File: src/scfd_pkg.sv
`default_nettype none

package scfd_pkg;

  localparam int unsigned CfgIdxW  = 2;
  localparam int unsigned CfgDataW = 16;

  localparam logic [7:0]  HeaderReset = 8'd90;
  localparam logic [7:0]  TailReset   = 8'd165;
  localparam logic [15:0] MaxLenReset = 16'd4086;

  // Depth of the queue between the classifying front and the frame engine.
  localparam int unsigned QueueDepth = 2;
  localparam int unsigned QueuePtrW  = (QueueDepth > 1) ? $clog2(QueueDepth) : 1;
  localparam int unsigned QueueCntW  = $clog2(QueueDepth + 1);

  typedef enum logic [CfgIdxW-1:0] {
    CFG_HEADER  = 2'd0,
    CFG_TAIL    = 2'd1,
    CFG_MAX_LEN = 2'd2
  } cfg_idx_e;

  typedef enum logic [2:0] {
    ST_OK        = 3'd0,
    ST_SUM_BAD   = 3'd1,
    ST_TAIL_BAD  = 3'd2,
    ST_TOO_LONG  = 3'd3,
    ST_TRUNCATED = 3'd4
  } status_e;

  typedef struct packed {
    logic [7:0]  header_byte;
    logic [7:0]  tail_byte;
    logic [15:0] max_length;
  } cfg_t;

  typedef struct packed {
    logic [7:0] rx_byte;
    logic       chunk_last;
  } in_item_t;

  // A received byte together with its comparisons against the marker bytes.
  typedef struct packed {
    logic [7:0] rx_byte;
    logic       chunk_last;
    logic       hdr_hit;
    logic       tail_hit;
  } cls_item_t;

  typedef struct packed {
    logic [7:0]  payload_byte;
    logic        is_payload;
    logic        frame_end;
    logic [2:0]  frame_status;
    logic [15:0] sequence_id;
    logic [7:0]  encrypt_code;
    logic [15:0] payload_length;
  } out_item_t;

endpackage

`default_nettype wire

File: src/scfd_if.sv
`default_nettype none

interface scfd_in_if;
  logic               valid;
  logic               ready;
  scfd_pkg::in_item_t data;

  modport source (output valid, output data, input ready);
  modport sink (input valid, input data, output ready);
endinterface

interface scfd_out_if;
  logic                valid;
  logic                ready;
  scfd_pkg::out_item_t data;

  modport source (output valid, output data, input ready);
  modport sink (input valid, input data, output ready);
endinterface

`default_nettype wire

File: src/scfd_front.sv
`default_nettype none

module scfd_front (
  input  wire logic                clk_i,
  input  wire logic                rst_ni,
  input  wire scfd_pkg::cfg_t      cfg_i,
  scfd_in_if.sink                  in_chan,
  output logic                     push_o,
  output scfd_pkg::cls_item_t      item_o,
  input  wire logic                full_i
);

  logic                valid_q, valid_d;
  scfd_pkg::cls_item_t item_q, item_d;
  logic                take;

  assign push_o        = valid_q && !full_i;
  assign in_chan.ready = !valid_q || !full_i;
  assign take          = in_chan.valid && in_chan.ready;
  assign item_o        = item_q;

  always_comb begin
    valid_d = valid_q;
    item_d  = item_q;
    if (push_o) begin
      valid_d = 1'b0;
    end
    if (take) begin
      valid_d             = 1'b1;
      item_d.rx_byte      = in_chan.data.rx_byte;
      item_d.chunk_last   = in_chan.data.chunk_last;
      item_d.hdr_hit      = (in_chan.data.rx_byte == cfg_i.header_byte);
      item_d.tail_hit     = (in_chan.data.rx_byte == cfg_i.tail_byte);
    end
  end

  always_ff @(posedge clk_i or negedge rst_ni) begin
    if (!rst_ni) begin
      valid_q <= 1'b0;
    end else begin
      valid_q <= valid_d;
    end
  end

  always_ff @(posedge clk_i) begin
    item_q <= item_d;
  end

endmodule

`default_nettype wire

File: src/scfd_queue.sv
`default_nettype none

module scfd_queue (
  input  wire logic                clk_i,
  input  wire logic                rst_ni,
  input  wire logic                push_i,
  input  wire scfd_pkg::cls_item_t wdata_i,
  output logic                     full_o,
  input  wire logic                pop_i,
  output scfd_pkg::cls_item_t      rdata_o,
  output logic                     empty_o
);

  localparam int unsigned Depth = scfd_pkg::QueueDepth;
  localparam int unsigned PtrW  = scfd_pkg::QueuePtrW;
  localparam int unsigned CntW  = scfd_pkg::QueueCntW;

  scfd_pkg::cls_item_t mem_q [Depth];
  logic [PtrW-1:0]     wr_ptr_q, wr_ptr_d, rd_ptr_q, rd_ptr_d;
  logic [CntW-1:0]     count_q, count_d;

  function automatic logic [PtrW-1:0] ptr_inc(input logic [PtrW-1:0] p);
    logic [PtrW-1:0] r;
    if (p == PtrW'(Depth - 1)) begin
      r = '0;
    end else begin
      r = p + PtrW'(1);
    end
    return r;
  endfunction

  assign full_o  = (count_q == CntW'(Depth));
  assign empty_o = (count_q == '0);
  assign rdata_o = mem_q[rd_ptr_q];

  always_comb begin
    wr_ptr_d = push_i ? ptr_inc(wr_ptr_q) : wr_ptr_q;
    rd_ptr_d = pop_i ? ptr_inc(rd_ptr_q) : rd_ptr_q;
    count_d  = count_q;
    if (push_i && !pop_i) begin
      count_d = count_q + CntW'(1);
    end else if (!push_i && pop_i) begin
      count_d = count_q - CntW'(1);
    end
  end

  always_ff @(posedge clk_i or negedge rst_ni) begin
    if (!rst_ni) begin
      wr_ptr_q <= '0;
      rd_ptr_q <= '0;
      count_q  <= '0;
    end else begin
      wr_ptr_q <= wr_ptr_d;
      rd_ptr_q <= rd_ptr_d;
      count_q  <= count_d;
    end
  end

  always_ff @(posedge clk_i) begin
    if (push_i) begin
      mem_q[wr_ptr_q] <= wdata_i;
    end
  end

  a_count_bound: assert property (@(posedge clk_i) disable iff (!rst_ni)
    count_q <= CntW'(Depth))
    else $error("queue fill count beyond its depth");

  a_no_pop_empty: assert property (@(posedge clk_i) disable iff (!rst_ni)
    empty_o |-> !pop_i)
    else $error("frame engine took a transaction from an empty queue");

  a_fill_grows: assert property (@(posedge clk_i) disable iff (!rst_ni)
    (push_i && !pop_i) |=> count_q == $past(count_q) + CntW'(1))
    else $error("queue fill count did not follow a lone write");

endmodule

`default_nettype wire

File: src/scfd_back.sv
`default_nettype none

module scfd_back (
  input  wire logic                clk_i,
  input  wire logic                rst_ni,
  input  wire scfd_pkg::cfg_t      cfg_i,
  input  wire scfd_pkg::cls_item_t item_i,
  input  wire logic                empty_i,
  output logic                     pop_o,
  scfd_out_if.source               out_chan
);

  typedef enum logic [3:0] {
    PH_HUNT1, PH_HUNT2, PH_ENC, PH_SEQ_HI, PH_SEQ_LO, PH_LEN_HI,
    PH_LEN_LO, PH_PAYLOAD, PH_CHECK, PH_TAIL1, PH_TAIL2
  } phase_e;

  phase_e              phase_q, phase_d;
  logic [15:0]         seq_q, seq_d;
  logic [15:0]         len_q, len_d;
  logic [15:0]         left_q, left_d;
  logic [7:0]          sum_q, sum_d;
  logic [7:0]          enc_q, enc_d;
  logic                mismatch_q, mismatch_d;
  logic                out_valid_q, out_valid_d;
  scfd_pkg::out_item_t out_q, out_d;

  logic                take;
  logic                have, is_pay, fend;
  scfd_pkg::status_e   status;
  logic [7:0]          b;
  logic [7:0]          sum_add;
  logic [15:0]         len_full;

  // The engine moves on whenever the queue holds a byte and the output register is free or being emptied.
  assign take    = !empty_i && (!out_valid_q || out_chan.ready);
  assign pop_o   = take;
  assign b       = item_i.rx_byte;
  assign sum_add = sum_q + b;
  assign len_full = {len_q[15:8], b};

  assign out_chan.valid = out_valid_q;
  assign out_chan.data  = out_q;

  always_comb begin
    phase_d    = phase_q;
    seq_d      = seq_q;
    len_d      = len_q;
    left_d     = left_q;
    sum_d      = sum_q;
    enc_d      = enc_q;
    mismatch_d = mismatch_q;
    have       = 1'b0;
    is_pay     = 1'b0;
    fend       = 1'b0;
    status     = scfd_pkg::ST_OK;

    case (phase_q)
      PH_HUNT1: begin
        if (item_i.hdr_hit) begin
          phase_d = PH_HUNT2;
        end
      end
      PH_HUNT2: begin
        if (item_i.hdr_hit) begin
          phase_d    = PH_ENC;
          seq_d      = '0;
          len_d      = '0;
          enc_d      = '0;
          left_d     = '0;
          sum_d      = '0;
          mismatch_d = 1'b0;
        end else begin
          phase_d = PH_HUNT1;
        end
      end
      PH_ENC: begin
        enc_d   = b;
        sum_d   = b;
        phase_d = PH_SEQ_HI;
      end
      PH_SEQ_HI: begin
        seq_d   = {b, 8'd0};
        sum_d   = sum_add;
        phase_d = PH_SEQ_LO;
      end
      PH_SEQ_LO: begin
        seq_d   = {seq_q[15:8], b};
        sum_d   = sum_add;
        phase_d = PH_LEN_HI;
      end
      PH_LEN_HI: begin
        len_d   = {b, 8'd0};
        sum_d   = sum_add;
        phase_d = PH_LEN_LO;
      end
      PH_LEN_LO: begin
        len_d = len_full;
        sum_d = sum_add;
        if (len_full > cfg_i.max_length) begin
          have    = 1'b1;
          fend    = 1'b1;
          status  = scfd_pkg::ST_TOO_LONG;
          phase_d = PH_HUNT1;
        end else if (len_full == '0) begin
          phase_d = PH_CHECK;
        end else begin
          left_d  = len_full;
          phase_d = PH_PAYLOAD;
        end
      end
      PH_PAYLOAD: begin
        sum_d  = sum_add;
        have   = 1'b1;
        is_pay = 1'b1;
        left_d = left_q - 16'd1;
        if (left_q == 16'd1) begin
          phase_d = PH_CHECK;
        end
      end
      PH_CHECK: begin
        mismatch_d = (b != sum_q);
        phase_d    = PH_TAIL1;
      end
      PH_TAIL1: begin
        if (!item_i.tail_hit) begin
          have    = 1'b1;
          fend    = 1'b1;
          status  = scfd_pkg::ST_TAIL_BAD;
          phase_d = PH_HUNT1;
        end else begin
          phase_d = PH_TAIL2;
        end
      end
      PH_TAIL2: begin
        have = 1'b1;
        fend = 1'b1;
        if (!item_i.tail_hit) begin
          status = scfd_pkg::ST_TAIL_BAD;
        end else if (mismatch_q) begin
          status = scfd_pkg::ST_SUM_BAD;
        end else begin
          status = scfd_pkg::ST_OK;
        end
        phase_d = PH_HUNT1;
      end
      default: begin
        phase_d = PH_HUNT1;
      end
    endcase

    // A chunk boundary inside a begun frame cuts it short.
    if (item_i.chunk_last) begin
      if (!fend && (phase_d != PH_HUNT1) && (phase_d != PH_HUNT2)) begin
        have   = 1'b1;
        fend   = 1'b1;
        status = scfd_pkg::ST_TRUNCATED;
      end
      phase_d = PH_HUNT1;
    end

    out_valid_d = out_valid_q;
    out_d       = out_q;
    if (out_valid_q && out_chan.ready) begin
      out_valid_d = 1'b0;
    end
    if (take && have) begin
      out_valid_d          = 1'b1;
      out_d.payload_byte   = is_pay ? b : 8'd0;
      out_d.is_payload     = is_pay;
      out_d.frame_end      = fend;
      out_d.frame_status   = fend ? status : scfd_pkg::ST_OK;
      out_d.sequence_id    = seq_d;
      out_d.encrypt_code   = enc_d;
      out_d.payload_length = len_d;
    end
  end

  always_ff @(posedge clk_i or negedge rst_ni) begin
    if (!rst_ni) begin
      phase_q     <= PH_HUNT1;
      seq_q       <= '0;
      len_q       <= '0;
      left_q      <= '0;
      sum_q       <= '0;
      enc_q       <= '0;
      mismatch_q  <= 1'b0;
      out_valid_q <= 1'b0;
      out_q       <= '0;
    end else begin
      if (take) begin
        phase_q    <= phase_d;
        seq_q      <= seq_d;
        len_q      <= len_d;
        left_q     <= left_d;
        sum_q      <= sum_d;
        enc_q      <= enc_d;
        mismatch_q <= mismatch_d;
      end
      out_valid_q <= out_valid_d;
      out_q       <= out_d;
    end
  end

  a_end_rehunts: assert property (@(posedge clk_i) disable iff (!rst_ni)
    (take && have && fend) |=> phase_q == PH_HUNT1)
    else $error("frame ended but the engine did not return to hunting");

  a_status_only_at_end: assert property (@(posedge clk_i) disable iff (!rst_ni)
    (out_valid_q && !out_q.frame_end) |-> out_q.frame_status == scfd_pkg::ST_OK)
    else $error("status reported on a transaction that does not end a frame");

  a_byte_only_payload: assert property (@(posedge clk_i) disable iff (!rst_ni)
    (out_valid_q && !out_q.is_payload) |-> out_q.payload_byte == 8'd0)
    else $error("payload byte set on a transaction without payload");

  a_payload_count: assert property (@(posedge clk_i) disable iff (!rst_ni)
    (phase_q == PH_PAYLOAD) |-> left_q != 16'd0)
    else $error("payload phase with no bytes left to take");

endmodule

`default_nettype wire

File: src/sum_checked_frame_deframer_top.sv
// Path: a byte accepted lands in the classification register, is written into a queue entry
// and shows its result, if any, in the engine's output register. Throughput: one byte per cycle,
// set by the frame engine taking one queued byte a cycle while its output is not stalled.
// Reset: asynchronous, active low; the marker bytes and length limit return to their
// defaults, the queue empties and the deframer hunts for the first header byte.
`default_nettype none

module sum_checked_frame_deframer_top (
  input  wire logic                           clk_i,
  input  wire logic                           rst_ni,
  input  wire logic                           cfg_we_i,
  input  wire logic [scfd_pkg::CfgIdxW-1:0]   cfg_idx_i,
  input  wire logic [scfd_pkg::CfgDataW-1:0]  cfg_wdata_i,
  scfd_in_if.sink                             in_chan,
  scfd_out_if.source                          out_chan
);

  scfd_pkg::cfg_t      cfg_q;
  scfd_pkg::cls_item_t front_item, queue_item;
  logic                push, full, pop, empty;

  always_ff @(posedge clk_i or negedge rst_ni) begin
    if (!rst_ni) begin
      cfg_q.header_byte <= scfd_pkg::HeaderReset;
      cfg_q.tail_byte   <= scfd_pkg::TailReset;
      cfg_q.max_length  <= scfd_pkg::MaxLenReset;
    end else if (cfg_we_i) begin
      case (scfd_pkg::cfg_idx_e'(cfg_idx_i))
        scfd_pkg::CFG_HEADER:  cfg_q.header_byte <= cfg_wdata_i[7:0];
        scfd_pkg::CFG_TAIL:    cfg_q.tail_byte   <= cfg_wdata_i[7:0];
        scfd_pkg::CFG_MAX_LEN: cfg_q.max_length  <= cfg_wdata_i[15:0];
        default: begin
        end
      endcase
    end
  end

  scfd_front u_front (
    .clk_i   (clk_i),
    .rst_ni  (rst_ni),
    .cfg_i   (cfg_q),
    .in_chan (in_chan),
    .push_o  (push),
    .item_o  (front_item),
    .full_i  (full)
  );

  scfd_queue u_queue (
    .clk_i   (clk_i),
    .rst_ni  (rst_ni),
    .push_i  (push),
    .wdata_i (front_item),
    .full_o  (full),
    .pop_i   (pop),
    .rdata_o (queue_item),
    .empty_o (empty)
  );

  scfd_back u_back (
    .clk_i    (clk_i),
    .rst_ni   (rst_ni),
    .cfg_i    (cfg_q),
    .item_i   (queue_item),
    .empty_i  (empty),
    .pop_o    (pop),
    .out_chan (out_chan)
  );

endmodule

`default_nettype wire
File: src/flat_wrapper.sv
// flat-port wrapper written by rule: the top's interface ports become plain ports
module sum_checked_frame_deframer_top_flat 
  (clk_i, rst_ni, cfg_we_i, cfg_idx_i, cfg_wdata_i, in_chan_valid, in_chan_data, in_chan_ready, out_chan_valid, out_chan_data, out_chan_ready);
  scfd_in_if in_chan_i ();
  scfd_out_if out_chan_i ();
  input  wire logic clk_i;
  input  wire logic rst_ni;
  input  wire logic cfg_we_i;
  input  wire logic [scfd_pkg::CfgIdxW-1:0] cfg_idx_i;
  input  wire logic [scfd_pkg::CfgDataW-1:0] cfg_wdata_i;
  input wire logic [$bits(in_chan_i.valid)-1:0] in_chan_valid;
  input wire logic [$bits(in_chan_i.data)-1:0] in_chan_data;
  output wire logic [$bits(in_chan_i.ready)-1:0] in_chan_ready;
  output wire logic [$bits(out_chan_i.valid)-1:0] out_chan_valid;
  output wire logic [$bits(out_chan_i.data)-1:0] out_chan_data;
  input wire logic [$bits(out_chan_i.ready)-1:0] out_chan_ready;
  assign in_chan_i.valid = in_chan_valid;
  assign in_chan_i.data = in_chan_data;
  assign in_chan_ready = in_chan_i.ready;
  assign out_chan_valid = out_chan_i.valid;
  assign out_chan_data = out_chan_i.data;
  assign out_chan_i.ready = out_chan_ready;
  sum_checked_frame_deframer_top u_core (.clk_i(clk_i), .rst_ni(rst_ni), .cfg_we_i(cfg_we_i), .cfg_idx_i(cfg_idx_i), .cfg_wdata_i(cfg_wdata_i), .in_chan(in_chan_i), .out_chan(out_chan_i));
endmodule
File: config.mk
export PLATFORM = sky130hd
export DESIGN_NAME = sum_checked_frame_deframer_top_flat
export DESIGN_NICKNAME = d
export VERILOG_FILES = /design/src/scfd_pkg.sv /design/src/scfd_if.sv /design/src/scfd_front.sv /design/src/scfd_queue.sv /design/src/scfd_back.sv /design/src/sum_checked_frame_deframer_top.sv /design/src/flat_wrapper.sv
export SDC_FILE = /design/constraint.sdc
export NUM_CORES = 1
export LEC_CHECK = 0
export BUFFER_PORTS_ARGS = -buffer_cell sky130_fd_sc_hd__buf_4
export CAP_MARGIN = 30
export CORE_MARGIN = 5
export CORE_UTILIZATION = 54
export CTS_CLUSTER_DIAMETER = 150
export DETAILED_ROUTE_END_ITERATION = 10
export GPL_TIMING_DRIVEN = 0
export HOLD_SLACK_MARGIN = 0.15
export PLACE_DENSITY = 0.88
export SLEW_MARGIN = 30
export SYNTH_ARGS = -nofsm -noshare
export SYNTH_HDL_FRONTEND = slang
export SYNTH_SLANG_ARGS = --single-unit
export TNS_END_PERCENT = 50
File: constraint.sdc
create_clock -name clk_i -period 4 [get_ports clk_i]
set_clock_uncertainty 0.1 [all_clocks]
set_input_delay 0 -clock clk_i [delete_from_list [all_inputs] [get_ports clk_i]]
set_output_delay 0 -clock clk_i [all_outputs]
set_load 0.02 [all_outputs]
==> results of run 1 <==
==> metal layers <==
| metal | GRT usage [%] | wire length (microns) |
|---|---|---|
| met1 | 33.0 | 9660 |
| met2 | 41.1 | 12100 |
| met3 | 6.20 | 2160 |
| met4 | 13.8 | 1230 |
| met5 | 0 | 0 |
==> cell type report <==
| class | count | area, sq um |
|---|---|---|
| Inverter | 40 | 179 |
| Clock buffer | 18 | 429 |
| Tap cell | 220 | 275 |
| Fill cell | 1173 | 5170 |
| Timing Repair Buffer | 144 | 1240 |
| Buffer | 34 | 210 |
| Multi-Input combinational cell | 553 | 4050 |
| Sequential cell | 193 | 5020 |
| Clock inverter | 14 | 138 |
==> state kept, by name (all words and copies together) (netlist names) <==
register,cells
u_core.cfg_q,32
u_core.u_back.sum_q,8
u_core.u_back.enc_q,8
u_core.u_back.left_q,16
u_core.u_back.phase_q,4
u_core.u_back.mismatch_q,1
u_core.u_back.seq_q,16
u_core.u_front.item_o,11
u_core.u_back.out_chan.valid,1
u_core.u_front.valid_q,1
u_core.u_back.len_q,16
u_core.u_queue.rd_ptr_q,1
u_core.u_queue.count_q,2
u_core.u_queue.wr_ptr_q,1
u_core.u_queue.mem_q,22
u_core.u_back.out_chan.data,53
==> stage by stage <==
| stage | utilization (%) | total power (W) | TNS [ns] | area, sq um | worst slack [ns] |
|---|---|---|---|---|---|
| floorplan | - | 0.00568 | 0 | 9260 | 0.141 |
| global placement | 61.0 | 0.00683 | -65.38 | 10200 | -1.19 |
| detailed placement | 61.4 | 0.00697 | -71.48 | 10300 | -1.26 |
| CTS | 68.6 | 0.00898 | 0 | 11500 | 0.00322 |
| global route | 69.0 | 0.00966 | -0.601 | 11500 | -0.0379 |
| finish | 69.0 | 0.00917 | 0 | 11500 | 0.0688 |
==> cell usage in the layout (no fill, tap or decap), drive strengths merged, types with 19 or more instances in the layout <==
cell	synthesis	routed
buf	14	122
o21ai	70	70
inv	38	35
mux2	61	61
nor3	19	19
a22o	53	53
dlygate4sd3	0	35
clkbuf	20	39
dfrtp	142	142
a21oi	56	56
nor2	50	50
xnor2	25	25
nand2	59	59
ha	26	26
edfxtp	33	33
==> repair_timing <==
action | 4_1_cts | 5_1_grt
gates resized for setup | 33 | 7
hold endpoints to repair | 216 | 0
endpoints found under the setup margin | 77 | 45
cloned | 0 | 0
hold buffers | 36 | 0
buffers inserted | 14 | 6
pin swaps | 2 | 4
==> kinds of logic after synthesis <==
logic type / synth area share (%)
flip-flops: 54.2
multiplexers: 9.04
buffers and inverters: 3.46
AND/OR/NAND/NOR: 10.1
adder cells (fa/ha/maj): 3.73
AO/OA/AOI/OAI: 16.9
XOR/XNOR: 2.65
==> worst max path at each step <==
| stage | endpoint |
|---|---|
| 2_1_floorplan | u_core.u_back.out_chan.data[2] |
| 4_1_cts | u_core.u_back.out_chan.data[38] |
| 6_report | u_core.u_back.out_chan.data[13] |
| 3_3_place_gp | u_core.u_back.out_chan.data[38] |
| 3_5_place_dp | u_core.u_back.out_chan.data[38] |
| 5_1_grt | u_core.u_back.out_chan.data[14] |
==> worst register-to-register path: stages (launching register included) <==
cell and delay [ns]:
dfrtp_1 0.33, clkbuf_4 0.20, buf_12 0.19, mux2i_4 0.36, clkinvlp_4 0.20, ha_1 0.32, nand4_1 0.12, buf_4 0.18
nor4_4 0.29, nand2_1 0.12, a21oi_2 0.21, a2111oi_4 0.06, buf_4 0.17, o21ai_4 0.38, buf_6 0.23, mux2_2 0.35
==> power by group through the flow <==
stage / registers [W] / logic (W) / clock network (W)
after floorplan: 0.00317 / 0.00251 / 0
after global placement: 0.00305 / 0.00378 / 0
after detailed placement: 0.00308 / 0.00389 / 0
after CTS: 0.00307 / 0.00423 / 0.00168
after global routing: 0.00316 / 0.00473 / 0.00177
final: 0.00310 / 0.00440 / 0.00167
==> reports/results.txt, run 1 <==
All-layer global routing usage: 25.9%. For this design, the slowest cell found on the critical path is o21ai_4. The count of different cell masters after synthesis came out at 66. The placed wire-length estimate after detailed placement was 16.6 mm. The run finished with clean final reports. The run gives 7 as the number of iterations in the first detailed-routing pass. In the final layout, the share of cells above drive strength 1 is 26.2%.

The most frequent cell after synthesis is dfrtp_1. The most common flop cell mapped by yosys was dfrtp_1. The run gives 0.254 GHz as the peak clock frequency supported by timing.

The tools report the number of diodes as 0. By area the synthesized netlist is led by dfrtp_1, edfxtp_1, mux2_2, dfstp_2, a22o_1. The tools report the maximum level of the CTS H-tree as 4. Yosys printed 0 warnings. The floorplan row count is 47, and the final cell count without fillers is 1216. STA classifies the critical path startpoint as a flop. The routed length per instance is 20.7 microns.

The clock network accounts for 18.3% of the total power. The number of synthesized flops with an enable pin is 33, and the via count of the first global-routing pass is 7445. The die covers 19900 sq um. The post-synthesis cell count was 820; the latest clock arrival within the worst-skew pair was 0.45 ns. Of the total power, the share spent switching nets is 41.1%. The routed layout has 7379 vias.

In this design, the stage delay of the slowest critical-path cell is 0.38 ns. TritonCTS built the clock tree. The clock-pin slew on the worst setup and hold paths was 0.07 ns.

Traced cell by cell, the critical path runs through clkbuf_4 > buf_12 > mux2i_4 > clkinvlp_4 > ha_1 > nand4_1 > buf_4 > nor4_4 > nand2_1 > a21oi_2 > a2111oi_4 > buf_4 > o21ai_4 > buf_6 > mux2_2. The count of nets left with antenna violations once routing finished came out at 0. Portion of total power attributed to sequential cells: 33.8%. After synthesis the netlist holds a flip-flop and latch count of 193. Pin placement for this block handled 87 I/O pins. The core region is 16700 sq um. Once the floorplan was initialized, standard cells occupied 55.5% of the core. The number of stages on the worst hold path was 2. The wire length after detailed routing came out at 25.1 mm. Synthesis produced a netlist with a net count of 879.

The largest vdd supply drop is 0.000397 V, and the y dimension of the die is 141 microns. Max-cap violations in this run came to 0. The post-synthesis cell area came out at 9260 sq um.

Summed over all instances, the cell type with the most area after synthesis is dfrtp_1. Fraction of registers with async set or reset after synthesis: 82.9%. Sorting the synthesized cells by how often they occur yields dfrtp_1, mux2_2, nand2_1, o21ai_0, a21oi_1.

In this run the mean area of a mapped cell was 11.3 sq um. The worst hold-check path type was in2reg. The number of buffers created by CTS was 17; the area growth from synthesis to layout was 24.5%.

In this run the register-to-register setup slack is 0.07 ns. The path with the worst hold slack has its endpoint at u_core.u_front.item_o[2]. The critical path runs through a total of 15 cells.

The final critical path takes up 98.3% of the cycle. The initial antenna violation count came out at 0. Routability-driven placement finished with a final weighted congestion of 0.974. STA classifies the critical path endpoint as a flop. The total count of max-transition violations in the final report was 0; the sink count of the clock tree was 193. The critical path is of the reg2reg type.

After detailed routing, the number of remaining DRC violations is 0. The cell family contributing the most delay on the critical path is buffers and inverters. Setup violations remaining at the end of the flow were counted as 0. The signal arrival time at the worst endpoint is 4.16 ns, and the net switching power figure is 0.00377 W. The via density per instance is 6.07. In this run the static leakage power is 5.06 nW. The internal portion of the total power is 0.00540 W.

The cell count after placement came out at 1128. In this run the worst setup path begins at u_core.u_queue.rd_ptr_q. The worst slew margin relative to its limit came out at 34.7%. Hold timing on the final database bottoms out at a slack of 0.186 ns.

The clock period minus worst slack was 3.93 ns; the required time of the critical path was 4.22 ns. Measured along the x axis, the die boundary spans 141 microns. The slew of the pin with the lowest slew margin is 0.975 ns. Initial DRC count: 924.

Maximum number of pins on one net before global-route repair: 61. CTS placed an instance of clkbuf_16 at the clock tree root. Source of the worst hold timing path: in_chan_data[0].

The number of cells on the worst reg-to-reg path is 15. Counting stages on the worst path, the most repeated cell is buf_4. In this run, the combinational gates consume 48.0% of the power. Sequential elements use 54.2% of the synthesized area.

The port buffer count works out to 86. Number of buffer and inverter stages on the critical path: 6. Worst flop-to-flop path startpoint: u_core.u_queue.rd_ptr_q. Dividing total power by cell area gives a power density of 795 nW/um^2. The top fanout value on the critical path was 10. The count of endpoints failing hold in the final timing report came out at 0. The first global-routing pass estimated 40.2 mm of wire.

The run gives 2 as the number of buffers on the longest clock path. The tools report the terminus of the critical flop-to-flop path as u_core.u_back.out_chan.data[13]. After the last flow step, the layout net total stands at 1042. Global routing finished with a remaining overflow of 0.

The top cell type by area accounts for 38.4% of the synthesized area.
No activity file was read; power rests on OpenSTA's default activity.
==> run 2, diff against run 1 <==
--- a/config.mk
+++ b/config.mk
@@ -8,12 +8,12 @@
 export BUFFER_PORTS_ARGS = -buffer_cell sky130_fd_sc_hd__buf_4
 export CAP_MARGIN = 30
 export CORE_MARGIN = 5
-export CORE_UTILIZATION = 54
+export CORE_UTILIZATION = 32
 export CTS_CLUSTER_DIAMETER = 150
 export DETAILED_ROUTE_END_ITERATION = 10
 export GPL_TIMING_DRIVEN = 0
 export HOLD_SLACK_MARGIN = 0.15
-export PLACE_DENSITY = 0.88
+export PLACE_DENSITY = 0.61
 export SLEW_MARGIN = 30
 export SYNTH_ARGS = -nofsm -noshare
 export SYNTH_HDL_FRONTEND = slang
==> run 2 against run 1 <==
  * First-iteration DRC count fell by 41%
  * Hold slack improved by 0.0078 ns
  * Total power barely moved
  * Worst setup slack improved by 0.065 ns
  * Combinational power fell by 0.9%
  * Highest routed layer unchanged
  * Final cell count rose by 14%
  * Clock power rose by 4%
  * Critical path type unchanged
  * Sequential share of layout area fell by 0.80 points
==> reports/results.txt, run 2 (synthesized netlist as in run 1, its figures left out) <==
The worst setup path is captured at a flop. The initial antenna violation count is 0 (unchanged), and the area growth from synthesis to layout is 26.8%. The count of endpoints failing hold in the final timing report is 0 (unchanged), and the maximum level of the CTS H-tree is 4 (unchanged). The port buffer count works out to 86 (unchanged). The leakage power came out at 5.10 nW (+0.85%). The tools report the number of buffers on the longest clock path as 2 (unchanged).

Number of flip-flops in the largest register: 53 (unchanged). The run gives 1043 (+0.096%) as the final net count. The clock period minus worst slack works out to 3.87 ns (-0.0650 ns).

The path type of the worst setup path was reg2reg. Total count of max-transition violations in the final report: 0 (unchanged). The post-detailed-route count of antenna-violating nets is 0 (unchanged). The run finished with clean final reports.

The final worst-path cycle share was 96.7% (-1.6 points). The number of iterations in the first detailed-routing pass is 5 (-2), and the setup slack of the most critical reg-to-reg path is 0.13 ns (+0.07 ns). The y dimension of the die was 180 microns (+28%); the maximum number of pins on one net before global-route repair was 79 (+30%). The core footprint is 28600 sq um (+71%), and the total power draw is 0.00916 W (about the same). The placed wire-length estimate after detailed placement is 17.8 mm (+7.3%). The wire length after detailed routing is 25.7 mm (+2.1%).

The die extent in x works out to 180 microns (+28%). Latest clock arrival within the worst-skew pair: 0.43 ns (-0.02 ns). The startpoint identified for the worst hold timing path is in_chan_data[0]. The logs give 7152 (-3.1%) for the via count of the routed design and 17 (unchanged) for the number of buffers created by CTS. The number of top-level pins was 87 (unchanged); the sink count of the clock tree was 193 (unchanged). The floorplan row count is 62 (+32%), and the required time of the critical path is 4.26 ns (+0.04 ns).

Root cell of the clock tree: clkbuf_16. Leaving out fill and tap cells, the most frequent cells in the layout are dfrtp_1, buf_4, mux2_2, nand2_1, o21ai_0. TritonCTS built the clock tree. The worst slew margin relative to its limit was 35.3% (+0.57 points); the power density relative to cell area was 780 nW/um^2 (-1.9%). For the number of diodes, the log shows 0 (unchanged). The via density per instance was 5.18 (-15%).

The routed length per instance was 18.6 microns (-10%); the initial DRC count was 549 (-41%). The run gives 7160 (-3.8%) as the via count of the first global-routing pass. The fraction of layout cells with a size suffix above 1 works out to 26.2% (-0.026 points). The logic depth of the worst register-to-register path was 13 (-2).

Post-route setup TNS: 0 ns (unchanged). The die area is 32400 sq um (+63%), and the slew of the pin with the lowest slew margin is 0.963 ns (-0.0123 ns). The logs give 15.6% (-10 points) for the all-layer global routing usage and 4.13 ns (-0.03 ns) for the signal arrival time at the worst endpoint.

The number of design rule violations left after detail routing was 0 (unchanged); the peak clock frequency supported by timing was 0.259 GHz (+1.7%). The tools report the final setup violation count as 0 (unchanged). The top fanout value on the critical path came out at 10 (unchanged).

The worst hold-check path type is in2reg. The number of stages on the worst hold path was 2 (unchanged). The total grt overflow was 0 (unchanged); the effective utilization at floorplan was 32.4% (-23 points). The logs give 0.000332 V (-17%) for the largest vdd supply drop and 0 (unchanged) for the number of max-cap violations.

The worst setup path is launched from a flop. Worst flop-to-flop path startpoint: u_core.u_queue.rd_ptr_q. The clock-pin slew on the worst setup and hold paths was 0.07 ns (about the same); the number of inserted filler cells in the final layout was 2699 (+130%).

The wire length of the first global-routing pass was 40.5 mm (+0.76%). Leaving out fill and tap cells, the most frequent cell in the layout is dfrtp_1. The logs give 0.194 ns (+0.00776 ns) for the minimum hold slack and 0.912 (-6.3%) for the last weighted congestion value of the routability-driven placer. Destination of the worst hold path: u_core.u_front.item_o[2]. Terminus of the critical flop-to-flop path: u_core.u_back.sum_q[7].
## run 2: worst max-delay path by stage
| stage | start | endpoint | slack [ns] | cells after the start |
|---|---|---|---|---|
| finish | u_core.u_queue.rd_ptr_q | u_core.u_back.sum_q[7] | 0.13 | 13 |
| global placement | u_core.u_queue.rd_ptr_q | u_core.u_back.out_chan.data[39] | -1.46 | 13 |
| detailed placement | u_core.u_queue.rd_ptr_q | u_core.u_back.out_chan.data[23] | -1.09 | 13 |
| floorplan | u_core.u_queue.rd_ptr_q | u_core.u_back.out_chan.data[2] | 0.14 | 14 |
| global route | u_core.u_queue.rd_ptr_q | u_core.u_back.out_chan.data[38] | -0.03 | 14 |
| CTS | u_core.u_queue.rd_ptr_q | u_core.u_back.out_chan.data[33] | 0.0005 | 14 |
## run 2: where the power goes
group,total (W),internal [W],switching [W]
logic,0.00436,0.00181,0.00255
registers,0.00307,0.00264,0.000423
clock network,0.00173,0.000955,0.000777
## run 2: per-layer routing
layer	wire length, microns	vias up	global-route usage [%]
met3	1440	46	2.79
met4	557	0	4.57
met1	11400	3492	21.2
li1	-	3330	-
met2	12300	284	25.8
met5	0	-	0
## run 2: layout make-up
type | count | area, sq um | area share (%)
repair buffers | 145 | 1240 | 10.5
plain buffers | 34 | 199 | 1.69
inverters | 40 | 171 | 1.46
clock buffers | 20 | 447 | 3.80
flip-flops and latches | 193 | 5020 | 42.7
multi-input cells | 553 | 4040 | 34.4
well taps | 384 | 480 | 4.09
clock inverters | 12 | 150 | 1.28
## run 2: metrics by stage
stage	cells	instance area [sq um]	setup WS [ns]	utilization, %
after floorplan	820	9260	0.141	-
after global placement	1290	10400	-1.46	36.3
after detailed placement	1292	10500	-1.09	36.6
after CTS	1372	11700	0.000494	40.8
after global routing	1381	11700	-0.0251	41.0
final	1381	11700	0.134	41.0
## run 2: what timing repair did
item                                   in CTS  in global routing
setup endpoints to repair                  78                 34
hold buffers                               37                  0
resized for setup                          30                  3
setup buffers                              11                  9
endpoints found under the hold margin     214                  0
pin swaps                                   2                  2
## run 2: worst max-delay path: stages, from the launching register on
cell        delay, ns
dfrtp_1          0.33
buf_4            0.18
buf_12           0.19
mux2i_4          0.39
clkinvlp_4       0.26
buf_4            0.21
ha_1             0.31
a21o_1           0.16
a21oi_1          0.24
o21ai_0          0.19
o41ai_1          0.36
xnor2_1          0.13
or4b_2           0.64
nand3_1          0.10
